`config.mk`:
```
export PLATFORM = sky130hd
export DESIGN_NAME = lifo_stack_with_peek_top
export DESIGN_NICKNAME = d
export VERILOG_FILES = /design/src/hdl/lsp_pkg.sv /design/src/hdl/lifo_stack_with_peek_top.sv /design/src/hdl/lsp_cell.sv
export SDC_FILE = /design/constraint.sdc
export NUM_CORES = 1
export LEC_CHECK = 0
export BUFFER_PORTS_ARGS = -buffer_cell sky130_fd_sc_hd__buf_2
export CAP_MARGIN = 25
export CORE_MARGIN = 3
export CORE_UTILIZATION = 54
export CTS_BUF_LIST = sky130_fd_sc_hd__clkbuf_4 sky130_fd_sc_hd__clkbuf_8
export CTS_CLUSTER_SIZE = 28
export DETAILED_ROUTE_END_ITERATION = 16
export PLACE_DENSITY = 0.71
export SYNTH_ARGS = -nofsm -noshare
export SYNTH_HDL_FRONTEND = slang
export SYNTH_HIERARCHICAL = 1
export SYNTH_SLANG_ARGS = --single-unit
```
`constraint.sdc`:
```
create_clock -name clock -period 13 [get_ports clock]
set_input_delay 0.65 -clock clock [delete_from_list [all_inputs] [get_ports clock]]
set_output_delay 0.65 -clock clock [all_outputs]
set_load 0.01 [all_outputs]
```
`src/hdl/lsp_pkg.sv`:
```
package lsp_pkg;

   localparam int DEPTH      = 16;
   localparam int DATA_WIDTH = 32;

   localparam int MODE_W  = 3;
   localparam int POS_W   = 5;
   localparam int CAP_W   = 5;
   localparam int OUT_W   = 32;
   localparam int STAT_W  = 2;
   localparam int CNT_W   = $clog2(DEPTH + 1);
   localparam int CMP_W   = (CNT_W > POS_W) ? CNT_W : POS_W;
   localparam int PADDR_W = 2;
   localparam int PDATA_W = 32;

   localparam logic [CAP_W-1:0]   CAP_RESET    = CAP_W'(16);
   localparam logic [PADDR_W-1:0] ADDR_CAPACITY = PADDR_W'(0);

   localparam logic [MODE_W-1:0] MODE_PUSH   = 3'd0;
   localparam logic [MODE_W-1:0] MODE_POP    = 3'd1;
   localparam logic [MODE_W-1:0] MODE_PEEK   = 3'd2;
   localparam logic [MODE_W-1:0] MODE_TOP    = 3'd3;
   localparam logic [MODE_W-1:0] MODE_BOTTOM = 3'd4;

   localparam logic [STAT_W-1:0] ST_OK     = 2'd0;
   localparam logic [STAT_W-1:0] ST_FULL   = 2'd1;
   localparam logic [STAT_W-1:0] ST_EMPTY  = 2'd2;
   localparam logic [STAT_W-1:0] ST_BADPOS = 2'd3;

   typedef logic [DATA_WIDTH-1:0] word_type;

   typedef struct packed {
      logic push;
      logic pop;
   } shift_type;

   // Keeps the low DATA_WIDTH bits of a pushed word.
   function automatic word_type to_word(input logic [OUT_W-1:0] v);
      word_type w;
      w = '0;
      for (int i = 0; i < DATA_WIDTH; i++) begin
         if (i < OUT_W) begin
            w[i] = v[i % OUT_W];
         end
      end
      return w;
   endfunction

   // Sign-extends a stored word to the result width.
   function automatic logic [OUT_W-1:0] widen(input word_type w);
      logic [OUT_W-1:0] o;
      o = '0;
      for (int i = 0; i < OUT_W; i++) begin
         if (i < DATA_WIDTH) begin
            o[i] = w[i % DATA_WIDTH];
         end else begin
            o[i] = w[DATA_WIDTH-1];
         end
      end
      return o;
   endfunction

endpackage

```
`src/hdl/lifo_stack_with_peek_top.sv`:
```
// LIFO stack of signed words held in a row of shift cells, with the top word
// always in the first cell. A push moves every word one cell down and a pop
// moves every word one cell up, and a new request can be accepted in every
// cycle in which req_ready is high. The result is registered and shows in
// the cycle after its request transfer; req_ready stays high while the
// result register is empty or its result is being taken. A peek selects the
// addressed cell by a per-cell compare, and the oldest word is also kept in a
// register of its own for bottom reads. The capacity register may only be
// written while no request is in flight.
module lifo_stack_with_peek_top (
   input  logic                                clock,
   input  logic                                reset,
   input  logic                                req_valid,
   output logic                                req_ready,
   input  logic [lsp_pkg::MODE_W-1:0]          req_mode,
   input  logic signed [lsp_pkg::OUT_W-1:0]    req_push_value,
   input  logic [lsp_pkg::POS_W-1:0]           req_position,
   output logic                                rsp_valid,
   input  logic                                rsp_ready,
   output logic signed [lsp_pkg::OUT_W-1:0]    rsp_data,
   output logic [lsp_pkg::STAT_W-1:0]          rsp_status,
   input  logic                                csr_psel,
   input  logic                                csr_penable,
   input  logic                                csr_pwrite,
   input  logic [lsp_pkg::PADDR_W-1:0]         csr_paddr,
   input  logic [lsp_pkg::PDATA_W-1:0]         csr_pwdata,
   output logic [lsp_pkg::PDATA_W-1:0]         csr_prdata,
   output logic                                csr_pready
);

   logic [lsp_pkg::CAP_W-1:0]  capacity_ff, capacity_in;
   logic [lsp_pkg::CNT_W-1:0]  fill_ff, fill_in;
   lsp_pkg::word_type          bottom_ff, bottom_in;
   logic                       rsp_valid_ff, rsp_valid_in;
   logic [lsp_pkg::OUT_W-1:0]  rsp_data_ff, rsp_data_in;
   logic [lsp_pkg::STAT_W-1:0] rsp_status_ff, rsp_status_in;

   lsp_pkg::shift_type         shift;
   lsp_pkg::word_type          push_word;
   lsp_pkg::word_type          peek_word;
   lsp_pkg::word_type          cell_word [lsp_pkg::DEPTH];
   lsp_pkg::word_type          peek_part [lsp_pkg::DEPTH];
   logic [lsp_pkg::DEPTH-1:0]  peek_sel;

   logic                       accept;
   logic                       csr_write;
   logic [lsp_pkg::CMP_W-1:0]  cap_wide;
   logic [lsp_pkg::CMP_W-1:0]  cap_eff;
   logic [lsp_pkg::CMP_W-1:0]  fill_wide;
   logic [lsp_pkg::CMP_W-1:0]  pos_wide;
   logic                       is_full;
   logic                       is_empty;
   logic                       peek_ok;

   assign accept    = req_valid && req_ready;
   assign req_ready = !rsp_valid_ff || rsp_ready;
   assign push_word = lsp_pkg::to_word(req_push_value);

   // Row of cells: cell 0 holds the top of the stack.
   for (genvar g = 0; g < lsp_pkg::DEPTH; g++) begin : g_cell
      lsp_pkg::word_type above;
      lsp_pkg::word_type below;

      if (g == 0) begin : g_first
         assign above = push_word;
      end else begin : g_inner
         assign above = cell_word[g-1];
      end

      if (g == lsp_pkg::DEPTH - 1) begin : g_last
         assign below = '0;
      end else begin : g_mid
         assign below = cell_word[g+1];
      end

      assign peek_sel[g] = (pos_wide == lsp_pkg::CMP_W'(g + 1));

      lsp_cell u_cell (
         .clock      (clock),
         .shift      (shift),
         .from_above (above),
         .from_below (below),
         .peek_sel   (peek_sel[g]),
         .word       (cell_word[g]),
         .peek_word  (peek_part[g])
      );
   end

   always_comb begin
      peek_word = '0;
      for (int i = 0; i < lsp_pkg::DEPTH; i++) begin
         peek_word = peek_word | peek_part[i];
      end
   end

   assign cap_wide  = lsp_pkg::CMP_W'(capacity_ff);
   assign fill_wide = lsp_pkg::CMP_W'(fill_ff);
   assign pos_wide  = lsp_pkg::CMP_W'(req_position);

   always_comb begin
      priority if (capacity_ff == '0) begin
         cap_eff = lsp_pkg::CMP_W'(1);
      end else if (cap_wide > lsp_pkg::CMP_W'(lsp_pkg::DEPTH)) begin
         cap_eff = lsp_pkg::CMP_W'(lsp_pkg::DEPTH);
      end else begin
         cap_eff = cap_wide;
      end
   end

   assign is_full  = (fill_wide >= cap_eff) ||
                     (fill_wide >= lsp_pkg::CMP_W'(lsp_pkg::DEPTH));
   assign is_empty = (fill_ff == '0);
   assign peek_ok  = (req_position != '0) && (pos_wide <= fill_wide);

   always_comb begin
      shift         = '0;
      fill_in       = fill_ff;
      bottom_in     = bottom_ff;
      rsp_data_in   = rsp_data_ff;
      rsp_status_in = rsp_status_ff;
      rsp_valid_in  = rsp_valid_ff && !rsp_ready;
      if (accept) begin
         rsp_valid_in  = 1'b1;
         rsp_data_in   = '0;
         rsp_status_in = lsp_pkg::ST_OK;
         unique case (req_mode)
            lsp_pkg::MODE_PUSH: begin
               if (is_full) begin
                  rsp_status_in = lsp_pkg::ST_FULL;
               end else begin
                  shift.push = 1'b1;
                  fill_in    = fill_ff + lsp_pkg::CNT_W'(1);
                  if (is_empty) begin
                     bottom_in = push_word;
                  end
               end
            end
            lsp_pkg::MODE_POP: begin
               if (is_empty) begin
                  rsp_data_in   = '1;
                  rsp_status_in = lsp_pkg::ST_EMPTY;
               end else begin
                  shift.pop   = 1'b1;
                  fill_in     = fill_ff - lsp_pkg::CNT_W'(1);
                  rsp_data_in = lsp_pkg::widen(cell_word[0]);
               end
            end
            lsp_pkg::MODE_PEEK: begin
               if (peek_ok) begin
                  rsp_data_in = lsp_pkg::widen(peek_word);
               end else begin
                  rsp_status_in = lsp_pkg::ST_BADPOS;
               end
            end
            lsp_pkg::MODE_TOP: begin
               if (is_empty) begin
                  rsp_status_in = lsp_pkg::ST_EMPTY;
               end else begin
                  rsp_data_in = lsp_pkg::widen(cell_word[0]);
               end
            end
            lsp_pkg::MODE_BOTTOM: begin
               if (is_empty) begin
                  rsp_status_in = lsp_pkg::ST_EMPTY;
               end else begin
                  rsp_data_in = lsp_pkg::widen(bottom_ff);
               end
            end
            default: begin
            end
         endcase
      end
   end

   assign csr_write   = csr_psel && csr_penable && csr_pwrite && csr_pready;
   assign capacity_in = (csr_write && (csr_paddr == lsp_pkg::ADDR_CAPACITY)) ?
                        csr_pwdata[lsp_pkg::CAP_W-1:0] : capacity_ff;

   always_ff @(posedge clock) begin
      if (reset) begin
         capacity_ff  <= lsp_pkg::CAP_RESET;
         fill_ff      <= '0;
         rsp_valid_ff <= 1'b0;
      end else begin
         capacity_ff  <= capacity_in;
         fill_ff      <= fill_in;
         rsp_valid_ff <= rsp_valid_in;
      end
   end

   always_ff @(posedge clock) begin
      bottom_ff     <= bottom_in;
      rsp_data_ff   <= rsp_data_in;
      rsp_status_ff <= rsp_status_in;
   end

   assign csr_pready = 1'b1;
   assign csr_prdata = (csr_paddr == lsp_pkg::ADDR_CAPACITY) ?
                       lsp_pkg::PDATA_W'(capacity_ff) : '0;

   assign rsp_valid  = rsp_valid_ff;
   assign rsp_data   = rsp_data_ff;
   assign rsp_status = rsp_status_ff;

endmodule

```
`src/hdl/lsp_cell.sv`:
```
module lsp_cell (
   input  logic              clock,
   input  lsp_pkg::shift_type shift,
   input  lsp_pkg::word_type  from_above,
   input  lsp_pkg::word_type  from_below,
   input  logic              peek_sel,
   output lsp_pkg::word_type  word,
   output lsp_pkg::word_type  peek_word
);

   lsp_pkg::word_type word_ff;
   lsp_pkg::word_type word_in;

   always_comb begin
      priority if (shift.push) begin
         word_in = from_above;
      end else if (shift.pop) begin
         word_in = from_below;
      end else begin
         word_in = word_ff;
      end
   end

   always_ff @(posedge clock) begin
      word_ff <= word_in;
   end

   assign word      = word_ff;
   assign peek_word = peek_sel ? word_ff : '0;

endmodule

```
==> results of run 1 <==
-- worst max path at each step --
stage	startpoint	end	slack [ps]	cells past startpoint
3_3_place_gp	cap_wide[2]	g_cell[14].u_cell/word[15]	7910	12
6_report	cap_wide[2]	g_cell[3].u_cell/word[0]	7790	12
3_5_place_dp	cap_wide[2]	g_cell[3].u_cell/word[0]	7920	12
2_1_floorplan	fill_ff[4]	bottom_ff[0]	7990	5
4_1_cts	cap_wide[2]	g_cell[3].u_cell/word[0]	7870	12
5_1_grt	cap_wide[2]	g_cell[3].u_cell/word[0]	7550	12
-- metrics by stage --
stage | hold WS [ps] | power, mW | setup WS (ps) | cell area [um^2] | util [%]
2_1_floorplan | 459 | 2.41 | 7990 | 32800 | -
3_3_place_gp | 471 | 2.49 | 7910 | 33100 | 55.7
3_5_place_dp | 486 | 2.50 | 7920 | 33200 | 56.0
4_1_cts | 94.3 | 4.06 | 7870 | 35100 | 59.1
5_1_grt | 110 | 4.17 | 7550 | 35100 | 59.1
6_report | 144 | 4.04 | 7790 | 35100 | 59.1
-- sequential cells by signal (all words and copies together), names as in the netlist --
name / flops
rsp_status: 2
rsp_data: 32
g_cell.u_cell/word: 512
cap_wide: 5
rsp_valid: 1
fill_ff: 5
bottom_ff: 32
-- layout make-up --
class,count,area [um^2]
fill,4493,24300
sequential,589,17600
multi-input combinational,1489,13700
clock buffer,132,1600
timing repair buffer,150,1010
tap,773,967
clock inverter,45,216
inverter,11,41.3
antenna,1,2.50
-- routing by layer --
metal | track usage, % | share of wire, % | vias to the layer above
met5 | 0 | 0.015 | -
met4 | 8.34 | 2.5 | 2
met3 | 5.89 | 9.2 | 152
met2 | 39.7 | 45 | 933
met1 | 38.9 | 44 | 9962
li1 | - | - | 8396
-- placed cells by master, fill, tap and decap left out, drive strengths merged, types with 17 or more instances in the layout --
master and instances:
buf 150, nand2 42, clkinv 41, mux2 512, clkbuf 132, and2 516, or2 17, nor4 129
a221o 31, edfxtp 578, conb 60, nand4 34, nor2 26, a21oi 42
-- worst reg2reg max path, stage by stage (launching register included) --
cell,delay (ps)
sky130_fd_sc_hd__dfxtp_1,330
sky130_fd_sc_hd__nor3_1,190
sky130_fd_sc_hd__nor2_1,70
sky130_fd_sc_hd__nor2_1,110
sky130_fd_sc_hd__ha_1,230
sky130_fd_sc_hd__nand2b_1,140
sky130_fd_sc_hd__a31oi_1,310
sky130_fd_sc_hd__o211ai_1,260
sky130_fd_sc_hd__nor3_2,190
sky130_fd_sc_hd__buf_4,770
sky130_fd_sc_hd__buf_4,930
sky130_fd_sc_hd__buf_4,1000
sky130_fd_sc_hd__mux2_4,410
-- logic make-up (layout without fill, tap and decap cells) --
family | Yosys count | count (layout)
XOR/XNOR | 2 | 2
flip-flops | 589 | 589
AO/OA/AOI/OAI | 98 | 98
adder cells (fa/ha/maj) | 14 | 14
multiplexers | 518 | 518
buffers and inverters | 173 | 338
other | 2 | 61
AND/OR/NAND/NOR | 797 | 797
-- cells in the mapped netlist (2+ instances only) --
cell                       number
sky130_fd_sc_hd__a2111o_1       2
sky130_fd_sc_hd__a211o_1        2
sky130_fd_sc_hd__a21o_1         2
sky130_fd_sc_hd__a21oi_1       39
sky130_fd_sc_hd__a21oi_2        3
sky130_fd_sc_hd__a221o_1       31
sky130_fd_sc_hd__and2_1       516
sky130_fd_sc_hd__buf_12        48
sky130_fd_sc_hd__buf_2         11
sky130_fd_sc_hd__buf_4         28
sky130_fd_sc_hd__buf_6         23
sky130_fd_sc_hd__clkbuf_1      52
sky130_fd_sc_hd__conb_1         2
sky130_fd_sc_hd__dfxtp_1       11
sky130_fd_sc_hd__edfxtp_1     578
sky130_fd_sc_hd__ha_1          13
sky130_fd_sc_hd__inv_1         11
sky130_fd_sc_hd__mux2_2        48
sky130_fd_sc_hd__mux2_4       464
sky130_fd_sc_hd__mux2i_1        6
sky130_fd_sc_hd__nand2_1       42
sky130_fd_sc_hd__nand2b_1      10
sky130_fd_sc_hd__nand4_1       34
sky130_fd_sc_hd__nor2_1        25
sky130_fd_sc_hd__nor3_1        13
sky130_fd_sc_hd__nor4_1       129
sky130_fd_sc_hd__o211ai_1       4
sky130_fd_sc_hd__o21ai_0        2
sky130_fd_sc_hd__o31ai_1        3
sky130_fd_sc_hd__or2_1         17
sky130_fd_sc_hd__or3_1          4
-- power by group through the flow --
stage,clock network (mW),registers [mW],logic [mW]
2_1_floorplan,0,2.20,0.217
6_report,1.58,2.16,0.303
3_5_place_dp,0,2.20,0.296
4_1_cts,1.60,2.16,0.297
3_3_place_gp,0,2.20,0.286
5_1_grt,1.68,2.17,0.316
==> reports/metrics.yaml, run 1 <==
max_slew.worst_pin.slew_ps: 1110
place.gp.congestion: 0.836
share_seq_of_total_power_pct: 53.5
grt_setup_unrepaired: "false"
core_mm2: 0.0594
via_count_of_the_first_global_routing_pass: 19900
route.vias.total: 19400
ys_ff_latch: 589
finalSetupViolCount: 0
net-switching-power_mw: 0.958
synth.cell_area_mm2: 0.0326
ff2ff_path_depth: 12
cts_num_sinks: 589
drive_gt1_share_pct: 35.1
path_buf_inv: 3
crit-reg2reg-launch: "cap_wide[2]"
hold_depth: 1
run_status: "completed"
final.setup.tns_ps: 0
cp_top_family: "buffers and inverters"
leakagePower_nw: 13.2
postCtsSetupBuffers: 0
drv.max_cap_violation_count: 0
simple_gate_share_of_the_synthesized_area_pct: 14.8
insertion_delay_ps: 700
io_pins: 150
synth_largest_type_area_fraction_pct: 53.2
wire_length_of_the_first_global_routing_pass_um: 126000
timing.critical_path.arrival_ps: 5630
worst_path_cell_with_the_longest_stage_delay: "sky130_fd_sc_hd__buf_4"
largest_net_degree_at_the_start_of_global_routing: 73
die_w_um: 252
dpl.hpwl_um: 49700
drc_errors: 0
f_max_ghz: 0.192
global_route_usage_over_all_layers_pct: 26.5
reg2reg_slack_ps: 7790
synth.area.top_cells: "sky130_fd_sc_hd__edfxtp_1 (53%), sky130_fd_sc_hd__mux2_4 (21%), sky130_fd_sc_hd__and2_1 (9.9%)"
cts_root_buf: "sky130_fd_sc_hd__clkbuf_8"
path_cells: "nor3_1 > nor2_1 > nor2_1 > ha_1 > nand2b_1 > a31oi_1 > o211ai_1 > nor3_2 > buf_4 > buf_4 > buf_4 > mux2_4"
cts-root-to-sink-buffers: 3
syn-instance-count: 2193
count_of_synthesis_stage_warnings_from_yosys: 6
grt_overflow: 0
critPathLaunchType: "register"
irDropWorstVdd_v: 0.0000743
power.density_cell_area_mw_per_mm2: 115
initialDrtViolationCount: 2198
synth-edff-count: 578
place.detailed.instances: 3011
cts_resized: 0
postRouteAntennaNets: 0
cp_data_required_time_ps: 13420
rows: 89
portBuffers: 94
r2r_end: "g_cell[3].u_cell/word[0]"
sequential_to_total_area_share_from_yosys_stat_pct: 53.9
internal-power_mw: 3.08
share_of_synthesized_registers_carrying_an_async_set_or_reset_pct: 0
synth.mux.area_fraction_pct: 23.2
post_synth.cell_area_avg_um2: 14.9
timing.critical_path.fanout_max: 72
worstSetupPathType: "reg -> reg"
worst_clock_skew_ps: 34.6
swShare_pct: 23.7
yosys.area_share.adder_pct: 0.560
synth_area_leader_cell: "sky130_fd_sc_hd__edfxtp_1"
main_combinational_cell_family_by_area_after_synthesis: "multiplexers"
floorplan.initialDensity_pct: 55.0
synth-compound-area-share_pct: 2.24
min_delay_worst_endpoint: "bottom_ff[11]"
final.period_utilization_pct: 40.1
die_y_um: 252
cts_hold_fix_bufs: 0
xor_xnor_portion_of_the_synthesized_cell_area_pct: 0.0537
hold_path_startpoint: "req_push_value[11]"
first_pass_iters: 7
finalHoldViolations: 0
vias_per_cell: 6.10
combinational_share_of_power_pct: 7.5
cts_tree: "built"
die_area_mm2: 0.0634
areaGrowthSynthToFinish_pct: 7.56
cts_max_level: 3
critical_path.endpoint_type: "register"
nets: 2433
initial_antenna_violation_count: 4
final-instance-count-excl-fill: 3190
worstHoldPathType: "in -> reg"
clock_share_of_power_pct: 39.0
cts.clk_slew.worst_paths_ps: 60
synth_flop_cell: "sky130_fd_sc_hd__edfxtp_1"
slew_headroom_pct: 25.6
timing.final.crit_period_ps: 5210
path_common_cell: "sky130_fd_sc_hd__buf_4"
tritoncts.num_buffers: 97
route.detailed.wl_per_inst_um: 26.7
drt-total-wl_um: 85200
synthDistinctLibCells: 51
cpPeakStageDelay_ps: 960
finalMaxSlewViolations: 0
Power figures use the tool's default switching activity.
==> run 2, diff against run 1 <==
ABC_AREA = 1   (was default)
clock period = 4.9 ns   (was 13 ns; I/O delays follow)
==> run 2 against run 1 <==
Effect of this change:
- critical path depth increased by 3
- non-clock buffer count increased by 20
- final cell count increased by 56%
- total power increased to 2.7 times the previous value
- area after synthesis decreased by 1.4%
- combinational power increased to 2.5 times the previous value
- sequential share of layout area increased by 0.49 points
- register-to-register slack got worse by 6500 ps
- synthesized cell count increased by 83%
- clock skew decreased by 11 ps
- sequential power increased to 2.7 times the previous value
- highest routed layer unchanged
==> reports/metrics.yaml, run 2 <==
postCtsSetupBuffers: 0
cp_data_required_time_ps: 5330
grt_met1_use_pct: 31.3
grt_setup_unrepaired: "false"
synth.cell_area_mm2: 0.0322
die_y_um: 250
first_pass_iters: 5
most-common-layout-cells: "sky130_fd_sc_hd__nand2_1 (2213), sky130_fd_sc_hd__edfxtp_1 (578), sky130_fd_sc_hd__inv_1 (539), sky130_fd_sc_hd__nor2_1 (148), sky130_fd_sc_hd__clkbuf_8 (101)"
r2r_end: "g_cell[5].u_cell/word[11]"
route.vias.total: 25400
drc_errors: 0
worstHoldPathType: "in -> reg"
cts_max_level: 3
crit-reg2reg-launch: "cap_wide[1]"
die_w_um: 250
synth_area_leader_cell: "sky130_fd_sc_hd__edfxtp_1"
ff2ff_path_depth: 15
rows: 88
timing.critical_path.fanout_max: 179
path_buf_inv: 4
max_slew.worst_pin.slew_ps: 1020
final.setup.tns_ps: 0
areaGrowthSynthToFinish_pct: 8.03
hold_path_startpoint: "csr_pwrite"
place.detailed.instances: 4756
min_delay_worst_endpoint: "cap_wide[0]"
io_pins: 150
grt_overflow: 0
synth-edff-count: 578
final-instance-count-excl-fill: 4975
syn-instance-count: 4011
cts.clk_slew.worst_paths_ps: 60
main_combinational_cell_family_by_area_after_synthesis: "simple AND/OR/NAND/NOR gates"
num_antenna_cells: 0
synth_largest_type_area_fraction_pct: 53.9
layout.cells.most_common: "sky130_fd_sc_hd__nand2_1"
synth.mux.area_fraction_pct: 0
hold_depth: 3
portBuffers: 94
largest_net_degree_at_the_start_of_global_routing: 180
path_cells: "inv_1 > nand4_1 > nand2_1 > nand2_1 > ha_1 > nand2_1 > nand2_1 > a21oi_1 > nand4_1 > nor2_4 > buf_12 > buf_12 > inv_4 > nand2_1 > nand2_1"
worstSetupPathType: "reg -> reg"
drt-total-wl_um: 78300
synthMostInstantiatedCell: "sky130_fd_sc_hd__nand2_1"
irDropWorstVdd_v: 0.000251
insertion_delay_ps: 690
share_of_synthesized_registers_carrying_an_async_set_or_reset_pct: 0
cts_tree: "built"
globalRouteMet3Util_pct: 3.29
cp_top_family: "buffers and inverters"
run_status: "completed"
cts_root_buf: "sky130_fd_sc_hd__clkbuf_8"
cts-root-to-sink-buffers: 3
core_mm2: 0.0584
cpPeakStageDelay_ps: 630
nets: 4226
xor_xnor_portion_of_the_synthesized_cell_area_pct: 0.0544
timing.final.crit_period_ps: 3640
reg2reg_slack_ps: 1260
tritoncts.num_buffers: 96
synth-compound-area-share_pct: 1.55
count_of_synthesis_stage_warnings_from_yosys: 6
postRouteAntennaNets: 0
yosys.area_share.adder_pct: 0.568
slew_headroom_pct: 31.8
synthDistinctLibCells: 36
finalMaxSlewViolations: 0
critical_path.endpoint_type: "register"
drv.max_cap_violation_count: 0
synth_flop_cell: "sky130_fd_sc_hd__edfxtp_1"
synth.area.top_cells: "sky130_fd_sc_hd__edfxtp_1 (54%), sky130_fd_sc_hd__nand2_1 (26%), sky130_fd_sc_hd__inv_1 (6.3%)"
vias_per_cell: 5.11
critical_path_depth: 15
post_synth.cell_area_avg_um2: 8.02
timing.critical_path.arrival_ps: 4070
worst_clock_skew_ps: 23.6
worst_path_cell_with_the_longest_stage_delay: "sky130_fd_sc_hd__buf_12"
drive_gt1_share_pct: 8.12
initialDrtViolationCount: 2038
path_common_cell: "sky130_fd_sc_hd__nand2_1"
critPathLaunchType: "register"
power.density_cell_area_mw_per_mm2: 310
place.gp.congestion: 0.830
sequential_to_total_area_share_from_yosys_stat_pct: 54.6
dpl.hpwl_um: 52300
finalHoldViolations: 0
finalSetupViolCount: 0
wire_length_of_the_first_global_routing_pass_um: 126000
global_route_usage_over_all_layers_pct: 24.6
cts_num_sinks: 589
simple_gate_share_of_the_synthesized_area_pct: 31.1
f_max_ghz: 0.275
ys_ff_latch: 589
floorplan.initialDensity_pct: 55.1
grt_busiest_layer: "met2"
final.period_utilization_pct: 74.2
route.detailed.wl_per_inst_um: 15.7
leakagePower_nw: 18.5
largest_register_ffs: 512
initial_antenna_violation_count: 1
die_area_mm2: 0.0625
use_met2_pct: 42.4
via_count_of_the_first_global_routing_pass: 25100
yosys-top-cells-count: "sky130_fd_sc_hd__nand2_1 (2213), sky130_fd_sc_hd__edfxtp_1 (578), sky130_fd_sc_hd__inv_1 (539), sky130_fd_sc_hd__nor2_1 (164), sky130_fd_sc_hd__buf_4 (124)"
run 2: through the flow:
step	cell area [um^2]	setup slack [ps]	util, %	hold WS, ps	power, mW
global route	34800	954	59.6	93.3	11.1
floorplan	32400	516	-	314	6.42
global placement	32400	1430	55.6	444	6.61
CTS	34700	1370	59.5	28.7	10.8
detailed placement	32500	1360	55.6	442	6.64
finish	34800	1260	59.6	101	10.8
run 2: layer usage:
metal	vias to the layer above	wire length, um
met2	677	39000
met5	-	12
met3	173	3430
met1	12100	32700
li1	12500	-
met4	2	3100
run 2: cells by family after synthesis:
logic type	count (synthesis)
AOI/OAI and AO/OA	92
DFF	589
buffers and inverters	765
xor gates and xnor gates	2
adders and majority gates	14
other	2
and+or+nand+nor	2547
run 2: report_power, final:
group          switching [mW]  internal (mW)
logic                   0.533          0.236
registers              0.0977           5.71
clock network            2.02           2.17
total                    2.65           8.12
run 2: worst min-delay path, cell delays in order:
cell	delay [ps]
sky130_fd_sc_hd__buf_2	100
sky130_fd_sc_hd__nand4_1	260
sky130_fd_sc_hd__a21oi_1	120
run 2: final cells by class:
cell class	count	area [um^2]
Clock buffer	136	1650
Clock inverter	41	184
Fill cell	5298	23600
Inverter	559	2140
Multi-Input combinational cell	2715	11000
Sequential cell	589	17600
Tap cell	765	957
Timing Repair Buffer	170	1230
run 2: how the worst max path moves through the flow:
stage	from	to	slack, ps
2_1_floorplan	rsp_valid	bottom_ff[0]	520
3_3_place_gp	cap_wide[0]	g_cell[2].u_cell/word[4]	1430
3_5_place_dp	cap_wide[0]	g_cell[2].u_cell/word[24]	1360
4_1_cts	cap_wide[0]	g_cell[2].u_cell/word[13]	1370
5_1_grt	cap_wide[3]	g_cell[5].u_cell/word[16]	950
6_report	cap_wide[1]	g_cell[5].u_cell/word[11]	1260
run 2: timing repair:
| action | CTS | global route |
|---|---|---|
| setup endpoints to repair | 0 | 0 |
| hold buffers | 40 | 0 |
| hold endpoints to repair | 75 | 0 |
| resized for setup | 0 | 0 |
